**src/hdl/lrq_pkg.sv**
```systemverilog
// Shared types and constants for the lossy ring queue.
package lrq_pkg;

	// Width of the data and count fields on the ports
	localparam int ITEM_W = 32;

	// Request opcodes
	typedef enum logic {
		CMD_ENQ = 1'b0,
		CMD_DEQ = 1'b1
	} cmd_t;

	// One decoded request passed from the front queue to the back end
	typedef struct packed {
		cmd_t              cmd;
		logic [ITEM_W-1:0] data;
	} req_t;

endpackage

```
**src/hdl/lrq_ram.sv**
```systemverilog
// Generic single-port-write, single-port-read RAM with registered read data.
module lrq_ram #(
	parameter int WIDTH = 32,
	parameter int DEPTH = 16
) (
	input  logic                     clk,
	input  logic                     we,
	input  logic [$clog2(DEPTH)-1:0] wr_addr,
	input  logic [WIDTH-1:0]         wr_data,
	input  logic                     re,
	input  logic [$clog2(DEPTH)-1:0] rd_addr,
	output logic [WIDTH-1:0]         rd_data
);

	logic [WIDTH-1:0] mem [DEPTH];

	// Write port
	always_ff @(posedge clk) begin
		if (we) begin
			mem[wr_addr] <= wr_data;
		end
	end

	// Read port, data held until the next read
	always_ff @(posedge clk) begin
		if (re) begin
			rd_data <= mem[rd_addr];
		end
	end

endmodule

```
**src/hdl/lrq_front.sv**
```systemverilog
// Front end: accepts requests, decodes the command and buffers them in a two-entry queue.
module lrq_front
	import lrq_pkg::*;
(
	input  logic              clk,
	input  logic              arst_n,
	input  logic              in_valid,
	output logic              in_stall,
	input  logic              command,
	input  logic [ITEM_W-1:0] item_data,
	output logic              req_valid,
	output req_t              req,
	input  logic              req_take
);

	logic [1:0] count_q;
	logic       wr_ptr_q;
	logic       rd_ptr_q;
	req_t       entry_q [2];
	req_t       new_req;
	logic       push;

	// Stall only when both entries are occupied
	assign in_stall  = count_q[1];
	assign push      = in_valid && !in_stall;
	assign req_valid = (count_q != 2'd0);
	assign req       = entry_q[rd_ptr_q];

	// Decode the incoming request
	always_comb begin
		new_req.cmd  = cmd_t'(command);
		new_req.data = item_data;
	end

	// Advance pointers and occupancy
	always_ff @(posedge clk or negedge arst_n) begin
		if (!arst_n) begin
			count_q  <= 2'd0;
			wr_ptr_q <= 1'b0;
			rd_ptr_q <= 1'b0;
		end else begin
			if (push) begin
				wr_ptr_q <= !wr_ptr_q;
			end
			if (req_take) begin
				rd_ptr_q <= !rd_ptr_q;
			end
			case ({push, req_take})
				2'b10:   count_q <= count_q + 2'd1;
				2'b01:   count_q <= count_q - 2'd1;
				default: count_q <= count_q;
			endcase
		end
	end

	// Store the request payload
	always_ff @(posedge clk) begin
		if (push) begin
			entry_q[wr_ptr_q] <= new_req;
		end
	end

endmodule

```
**src/hdl/lrq_back.sv**
```systemverilog
// Back end: runs requests against the counters and ring RAM and holds the result register.
module lrq_back
	import lrq_pkg::*;
#(
	parameter int DEPTH       = 16,
	parameter int DATA_WIDTH  = 32,
	parameter int COUNT_WIDTH = 32
) (
	input  logic              clk,
	input  logic              arst_n,
	input  logic              req_valid,
	input  req_t              req,
	output logic              req_take,
	output logic              out_valid,
	input  logic              out_stall,
	output logic              data_valid,
	output logic [ITEM_W-1:0] read_data,
	output logic [ITEM_W-1:0] dropped_count,
	output logic              queue_empty
);

	localparam int SLOT_W = $clog2(DEPTH);
	localparam int CMP_W  = (COUNT_WIDTH > 32) ? COUNT_WIDTH : 32;
	localparam logic [COUNT_WIDTH-1:0] CNT_LAST = '1;
	localparam logic [COUNT_WIDTH-1:0] READABLE = COUNT_WIDTH'(DEPTH - 1);
	// Oldest readable position sits DEPTH-1 behind the write counter
	localparam logic [COUNT_WIDTH-1:0] LOW_RST  = COUNT_WIDTH'(0) - READABLE;
	localparam longint unsigned LOW_WIDE   = 64'(LOW_RST);
	localparam longint unsigned DEPTH_WIDE = 64'(DEPTH);
	localparam logic [SLOT_W-1:0] LOW_SLOT_RST = SLOT_W'(LOW_WIDE % DEPTH_WIDE);
	localparam logic [SLOT_W-1:0] SLOT_LAST    = SLOT_W'(DEPTH - 1);

	// Next value of (cnt mod DEPTH) after cnt increments with wrap
	function automatic logic [SLOT_W-1:0] slot_inc(input logic [COUNT_WIDTH-1:0] cnt,
		input logic [SLOT_W-1:0] slot);
		if (cnt == CNT_LAST || slot == SLOT_LAST) begin
			return '0;
		end
		return slot + 1'b1;
	endfunction

	logic [COUNT_WIDTH-1:0] sent_q, taken_q, low_q;
	logic [SLOT_W-1:0]      sent_slot_q, taken_slot_q, low_slot_q;
	logic [COUNT_WIDTH-1:0] sent_nxt, taken_nxt, low_nxt;
	logic [SLOT_W-1:0]      sent_slot_nxt, taken_slot_nxt, low_slot_nxt;

	logic                   valid_s1, hit_s1, empty_s1;
	logic [COUNT_WIDTH-1:0] dropped_s1;

	logic                   out_valid_q, data_valid_q, empty_q;
	logic [ITEM_W-1:0]      read_data_q, dropped_q;

	logic                   s1_move, issue, is_enq, has_item, overrun, hit;
	logic [COUNT_WIDTH-1:0] pending, drop_amt;
	logic [SLOT_W-1:0]      rd_addr;
	logic [DATA_WIDTH-1:0]  rd_data;
	logic                   ram_we, ram_re;

	// Issue a request only when the result stage frees up
	assign s1_move  = valid_s1 && (!out_valid_q || !out_stall);
	assign issue    = req_valid && (!valid_s1 || s1_move);
	assign req_take = issue;
	assign is_enq   = (req.cmd == CMD_ENQ);

	// Classify the dequeue
	assign pending  = sent_q - taken_q;
	assign has_item = (pending != '0);
	assign overrun  = (CMP_W'(pending) > CMP_W'(DEPTH - 1));
	assign drop_amt = overrun ? (pending - READABLE) : '0;

	// Compute next counter and slot values
	always_comb begin
		sent_nxt       = sent_q;
		sent_slot_nxt  = sent_slot_q;
		low_nxt        = low_q;
		low_slot_nxt   = low_slot_q;
		taken_nxt      = taken_q;
		taken_slot_nxt = taken_slot_q;
		rd_addr        = taken_slot_q;
		hit            = 1'b0;
		if (is_enq) begin
			sent_nxt      = sent_q + 1'b1;
			sent_slot_nxt = slot_inc(sent_q, sent_slot_q);
			low_nxt       = low_q + 1'b1;
			low_slot_nxt  = slot_inc(low_q, low_slot_q);
		end else if (has_item) begin
			hit = 1'b1;
			if (overrun) begin
				// Skip to the oldest readable item
				rd_addr        = low_slot_q;
				taken_nxt      = low_q + 1'b1;
				taken_slot_nxt = slot_inc(low_q, low_slot_q);
			end else begin
				taken_nxt      = taken_q + 1'b1;
				taken_slot_nxt = slot_inc(taken_q, taken_slot_q);
			end
		end
	end

	assign ram_we = issue && is_enq;
	assign ram_re = issue && hit;

	lrq_ram #(
		.WIDTH (DATA_WIDTH),
		.DEPTH (DEPTH)
	) u_ram (
		.clk     (clk),
		.we      (ram_we),
		.wr_addr (sent_slot_q),
		.wr_data (DATA_WIDTH'(req.data)),
		.re      (ram_re),
		.rd_addr (rd_addr),
		.rd_data (rd_data)
	);

	// Hold counters, result stage and output control
	always_ff @(posedge clk or negedge arst_n) begin
		if (!arst_n) begin
			sent_q       <= '0;
			sent_slot_q  <= '0;
			taken_q      <= '0;
			taken_slot_q <= '0;
			low_q        <= LOW_RST;
			low_slot_q   <= LOW_SLOT_RST;
			valid_s1     <= 1'b0;
			out_valid_q  <= 1'b0;
		end else begin
			if (issue) begin
				sent_q       <= sent_nxt;
				sent_slot_q  <= sent_slot_nxt;
				taken_q      <= taken_nxt;
				taken_slot_q <= taken_slot_nxt;
				low_q        <= low_nxt;
				low_slot_q   <= low_slot_nxt;
				valid_s1     <= 1'b1;
			end else if (s1_move) begin
				valid_s1 <= 1'b0;
			end
			if (s1_move) begin
				out_valid_q <= 1'b1;
			end else if (!out_stall) begin
				out_valid_q <= 1'b0;
			end
		end
	end

	// Capture the result payload
	always_ff @(posedge clk) begin
		if (issue) begin
			hit_s1     <= hit;
			dropped_s1 <= hit ? drop_amt : '0;
			empty_s1   <= (sent_nxt == taken_nxt);
		end
		if (s1_move) begin
			data_valid_q <= hit_s1;
			read_data_q  <= hit_s1 ? ITEM_W'(rd_data) : '0;
			dropped_q    <= ITEM_W'(dropped_s1);
			empty_q      <= empty_s1;
		end
	end

	assign out_valid     = out_valid_q;
	assign data_valid    = data_valid_q;
	assign read_data     = read_data_q;
	assign dropped_count = dropped_q;
	assign queue_empty   = empty_q;

endmodule

```
**src/hdl/lossy_ring_queue_drop_count.sv**
```systemverilog
// Top level of the lossy ring queue with drop count.
//
// Each request (enqueue or dequeue) yields exactly one result, in order. The block
// takes one request per clock when the output side does not stall: the back end
// makes one access to the ring RAM per cycle, which sets that rate. The request
// passes through the front queue, then the result stage with the registered RAM
// read, then the output register. Enqueues never block on a full ring; a dequeue
// that finds more than DEPTH-1 pending items skips the oldest ones and reports
// how many in dropped_count. Only DEPTH-1 items are readable back. A dequeue of
// a slot that was never written returns undefined data.
module lossy_ring_queue_drop_count
	import lrq_pkg::*;
#(
	parameter int DEPTH       = 16,
	parameter int DATA_WIDTH  = 32,
	parameter int COUNT_WIDTH = 32
) (
	input  logic              clk,
	input  logic              arst_n,
	input  logic              in_valid,
	output logic              in_stall,
	input  logic              command,
	input  logic [ITEM_W-1:0] item_data,
	output logic              out_valid,
	input  logic              out_stall,
	output logic              data_valid,
	output logic [ITEM_W-1:0] read_data,
	output logic [ITEM_W-1:0] dropped_count,
	output logic              queue_empty
);

	logic req_valid;
	logic req_take;
	req_t req;

	lrq_front u_front (
		.clk       (clk),
		.arst_n    (arst_n),
		.in_valid  (in_valid),
		.in_stall  (in_stall),
		.command   (command),
		.item_data (item_data),
		.req_valid (req_valid),
		.req       (req),
		.req_take  (req_take)
	);

	lrq_back #(
		.DEPTH       (DEPTH),
		.DATA_WIDTH  (DATA_WIDTH),
		.COUNT_WIDTH (COUNT_WIDTH)
	) u_back (
		.clk           (clk),
		.arst_n        (arst_n),
		.req_valid     (req_valid),
		.req           (req),
		.req_take      (req_take),
		.out_valid     (out_valid),
		.out_stall     (out_stall),
		.data_valid    (data_valid),
		.read_data     (read_data),
		.dropped_count (dropped_count),
		.queue_empty   (queue_empty)
	);

endmodule

```
**config.mk**
```make
export PLATFORM = sky130hd
export DESIGN_NAME = lossy_ring_queue_drop_count
export DESIGN_NICKNAME = d
export VERILOG_FILES = /design/src/hdl/lrq_pkg.sv /design/src/hdl/lrq_ram.sv /design/src/hdl/lrq_front.sv /design/src/hdl/lrq_back.sv /design/src/hdl/lossy_ring_queue_drop_count.sv
export SDC_FILE = /design/constraint.sdc
export NUM_CORES = 1
export LEC_CHECK = 0
export BUFFER_PORTS_ARGS = -buffer_cell sky130_fd_sc_hd__buf_4
export CORE_MARGIN = 5
export CORE_UTILIZATION = 60
export DETAILED_ROUTE_END_ITERATION = 16
export HOLD_SLACK_MARGIN = 0.05
export PLACE_DENSITY = 0.77
export SKIP_LAST_GASP = 1
export SYNTH_ARGS = -nofsm -noshare
export SYNTH_HDL_FRONTEND = slang
export SYNTH_HIERARCHICAL = 1
export SYNTH_SLANG_ARGS = --single-unit
```
**constraint.sdc**
```tcl
create_clock -name clk -period 7.6 [get_ports clk]
set_input_delay 0.38 -clock clk [delete_from_list [all_inputs] [get_ports clk]]
set_output_delay 0.38 -clock clk [all_outputs]
set_load 0.05 [all_outputs]
```
==> metrics.md <==
| Metric | Value |
|---|---|
| WP data arrival | 7130 ps |
| Nets | 2725 |
| Hpwl dp | 56920 µm |
| Main synth FF type | edfxtp_1 |
| Die height | 257.9 µm |
| Via count | 23018 |
| CTS buffer count | 83 |
| Row Count | 90 |
| Largest area contributor in the netlist | edfxtp_1 |
| Period minus WS final | 6641 ps |
| Sum of negative setup slack | 0 ps |
| Layout cells sized above 1 | 19.09% |
| CORE AREA | 60580 µm² |
| Final worst path period share | 87.39% |
| Worst path max stage delay | 910 ps |
| CTS Buffer Depth | 3 |
| Initial antenna violation count | 2 |
| TritonCTS Sinks | 824 |
| Fillers | 3888 |
| Clk pin slew, worst setup/hold paths | 60 ps |
| WL final | 98450 µm |
| Fmax | 150.6 MHz |
| GRT overflow | 0 |
| Minimum hold slack | 234.6 ps |
| CTS tree | built |
| Sequential share of the synthesized area | 65.64% |
| Final Max Slew Viols | 0 |
| Pin count of the biggest net entering global routing | 74 |
| Pwr per Cell Area | 398.3 nW/µm² |
| Synthesis-stage register bit count | 824 |
| DRT Pass-1 Iters | 6 |
| Reg2reg end | u_back/empty_s1 |
| Clock Tree Root | clkbuf_16 |
| Iter 0 DRT Violations | 2734 |
| Final hold violation count | 0 |
| Full die area | 66540 µm² |
| Mapped Avg Cell Area | 14.80 µm² |
| Number of gates resized after cts | 0 |
| H-tree levels | 3 |
| CP delay by family, top | simple AND/OR/NAND/NOR gates |
| WL/cell | 28.21 µm |
| Post-synthesis cell area | 36890 µm² |
| Top cells by count, synth | edfxtp_1, nand2_1, xnor2_1 |
| Cells after Synth | 2492 |
| Outcome | finished clean |
| WHS Endpoint | u_front/wr_ptr_q |
| Routed Antenna Nets | 0 |
| CP cell instances | inv_1 -> ha_1 -> inv_1 -> fa_1 -> a21o_1 -> a221o_1 -> a22oi_1 -> o211ai_1 -> o211ai_1 -> a21boi_1 -> nor4b_4 -> nand4_1 -> buf_4 -> and3_1 -> o31a_1 -> a2111oi_0 -> nand4_1 -> nor4_1 -> and4_1 |
| Drc violations | 0 |
| Distinct cells, synth | 94 |
| Max-cap check violation count | 0 |
| Required @ worst endpoint | 8090 ps |
| IO buf count | 104 |
| Syn Nets | 2570 |
| Hold Crit Depth | 3 |
| Vias per cell | 6.595 |
| Worst reg-to-reg setup slack | 960 ps |
| Worst-case clock skew | 60.61 ps |
| Area share of the largest cell type after synthesis | 57.80% |
| All-Layer GR Usage | 29.42% |
| Asr flop ratio synth | 13.83% |
| Routability congestion estimate | 0.9377 |
| Die Wd | 257.9 µm |
| R2R depth | 19 |
| Worst R2R Start | u_back/sent_q[0] |
| Maximum vdd drop | 0.0003205 V |
| Worst-margin pin slew | 1087 ps |
| Diodes inserted | 0 |
| Number of synthesized flops with an enable pin | 710 |
| Critical path depth in cells | 19 |
| Synthesis-to-layout area growth | 12.96% |
| Setup Viol. Count Final | 0 |
| Synth top area cells | edfxtp_1, mux4_2, dfrtp_1 |
| Most frequent cell after synthesis | edfxtp_1 |
| First-pass GRT wire length | 147300 µm |
| Slew Limit Headroom | 27.35% |
| Buffers & Inverters on Critical Path | 3 |
| Critical Path Fanout Max | 23 |
| Setup bufs post-CTS | 0 |
| P_leak | 14.52 nW |
| Crit path max-delay cell type | nand4_1 |
| Yosys warnings | 6 |
| Vias in the first global route | 23172 |
| I/O pin cnt | 105 |
| Starting density of the core | 60.89% |
| CP Capture Type | flip-flop |
| Setup CP Type | flip-flop to flip-flop |
| Worst-Skew Late Latency | 680 ps |
| Hold Crit Start | in_valid |
| Hold Crit Class | input port to flip-flop |
| Startpoint types | flip-flop |
| RSZ-0062 raised after global routing | false |
-- flip-flops by register name, indices dropped and copies added (netlist names), 2 cells and up --
signal and cells:
u_front/count_q 2, u_back/low_slot_q 4, u_back/taken_q 32, u_back/taken_slot_q 4, u_front/entry_q 66, u_back/sent_q 32
u_back/u_ram/mem 512, u_back/low_q 32, u_back/sent_slot_q 4, u_back/dropped_count 32, u_back/dropped_s1 32, u_back/u_ram/rd_data 32
u_back/read_data 32
-- repair_timing --
action | CTS | global route
hold buffers | 35 | 0
hold endpoints to repair | 98 | 0
endpoints found under the setup margin | 0 | 0
-- worst max path at each step --
stage                                 start                  endpoint  slack [ps]
after global placement    u_back/taken_q[0]           u_back/empty_s1        1200
after floorplan            u_back/out_valid         u_back/data_valid        1600
after detailed placement  u_back/taken_q[0]           u_back/empty_s1        1090
after CTS                  u_back/sent_q[0]  u_back/u_ram/rd_data[13]        1040
final                      u_back/sent_q[0]           u_back/empty_s1         960
after global routing       u_back/sent_q[0]  u_back/u_ram/rd_data[13]         590
-- routing by layer --
metal  global-route usage [%]  share of wire (%)  vias up
met5                        0              0.013        -
met2                    51.38                 52     1271
met3                    4.299                7.7      238
met1                    37.83                 37    11612
met4                    11.12                4.2        2
li1                         -                  -     9895
-- placed cells by master, fill, tap and decap left out, types with 35 or more instances in the layout --
cell / count
a21oi_1: 74
a22oi_1: 69
and2_1: 49
and3_1: 46
buf_4: 149
clkbuf_16: 83
dfrtp_1: 83
dlygate4sd3_1: 35
edfxtp_1: 710
ha_1: 40
inv_1: 51
mux4_2: 128
nand2_1: 210
nand3_1: 84
nor2_1: 122
o21ai_0: 72
xnor2_1: 138
xor2_1: 61
-- final cells by class --
type                    count  area (µm²)  share of cell area (%)
clock buffers             100        2181                   5.234
clock inverters            46       494.2                   1.186
inverters                  55       206.4                  0.4955
multi-input cells        1496       12070                   28.96
flip-flops and latches    824       24210                   58.11
well taps                 782       978.4                   2.348
repair buffers            187        1529                   3.670
-- per-stage QoR --
stage	utilization [%]	instance area (µm²)	setup WS, ps	total power (W)	std cells
after floorplan	-	36890	1596	0.01082	2492
after detailed placement	63.78	38640	1092	0.01254	3309
final	68.78	41670	958.6	0.01660	3490
after global placement	63.78	38640	1195	0.01236	3309
after CTS	68.78	41670	1038	0.01665	3490
after global routing	68.78	41670	587.7	0.01734	3490
-- cell families (layout without fill, tap and decap cells) --
kind of cell | after synthesis | in the layout | synth area share (%)
adders and majority gates | 41 | 41 | 1.411
and+or+nand+nor | 693 | 693 | 9.413
muxes | 184 | 184 | 9.755
DFF | 824 | 824 | 65.64
xor gates and xnor gates | 199 | 199 | 4.725
buffers and inverters | 172 | 388 | 2.100
AOI/OAI and AO/OA | 379 | 379 | 6.960
-- power by group --
group | total (W) | internal (W) | switching [W]
logic | 0.00603 | 0.00216 | 0.00387
registers | 0.00657 | 0.00620 | 0.000372
clock network | 0.00399 | 0.00221 | 0.00178
-- worst register-to-register path, cell delays in order, from the launching register on --
cell and delay [ps]:
dfrtp_1 390, inv_1 130, ha_1 180, inv_1 50
fa_1 430, a21o_1 210, a221o_1 480, a22oi_1 310
o211ai_1 130, o211ai_1 220, a21boi_1 300, nor4b_4 490
nand4_1 910, buf_4 570, and3_1 230, o31a_1 310
a2111oi_0 390, nand4_1 160, nor4_1 340, and4_1 250
Note: power is estimated with default switching activity, not from simulation.
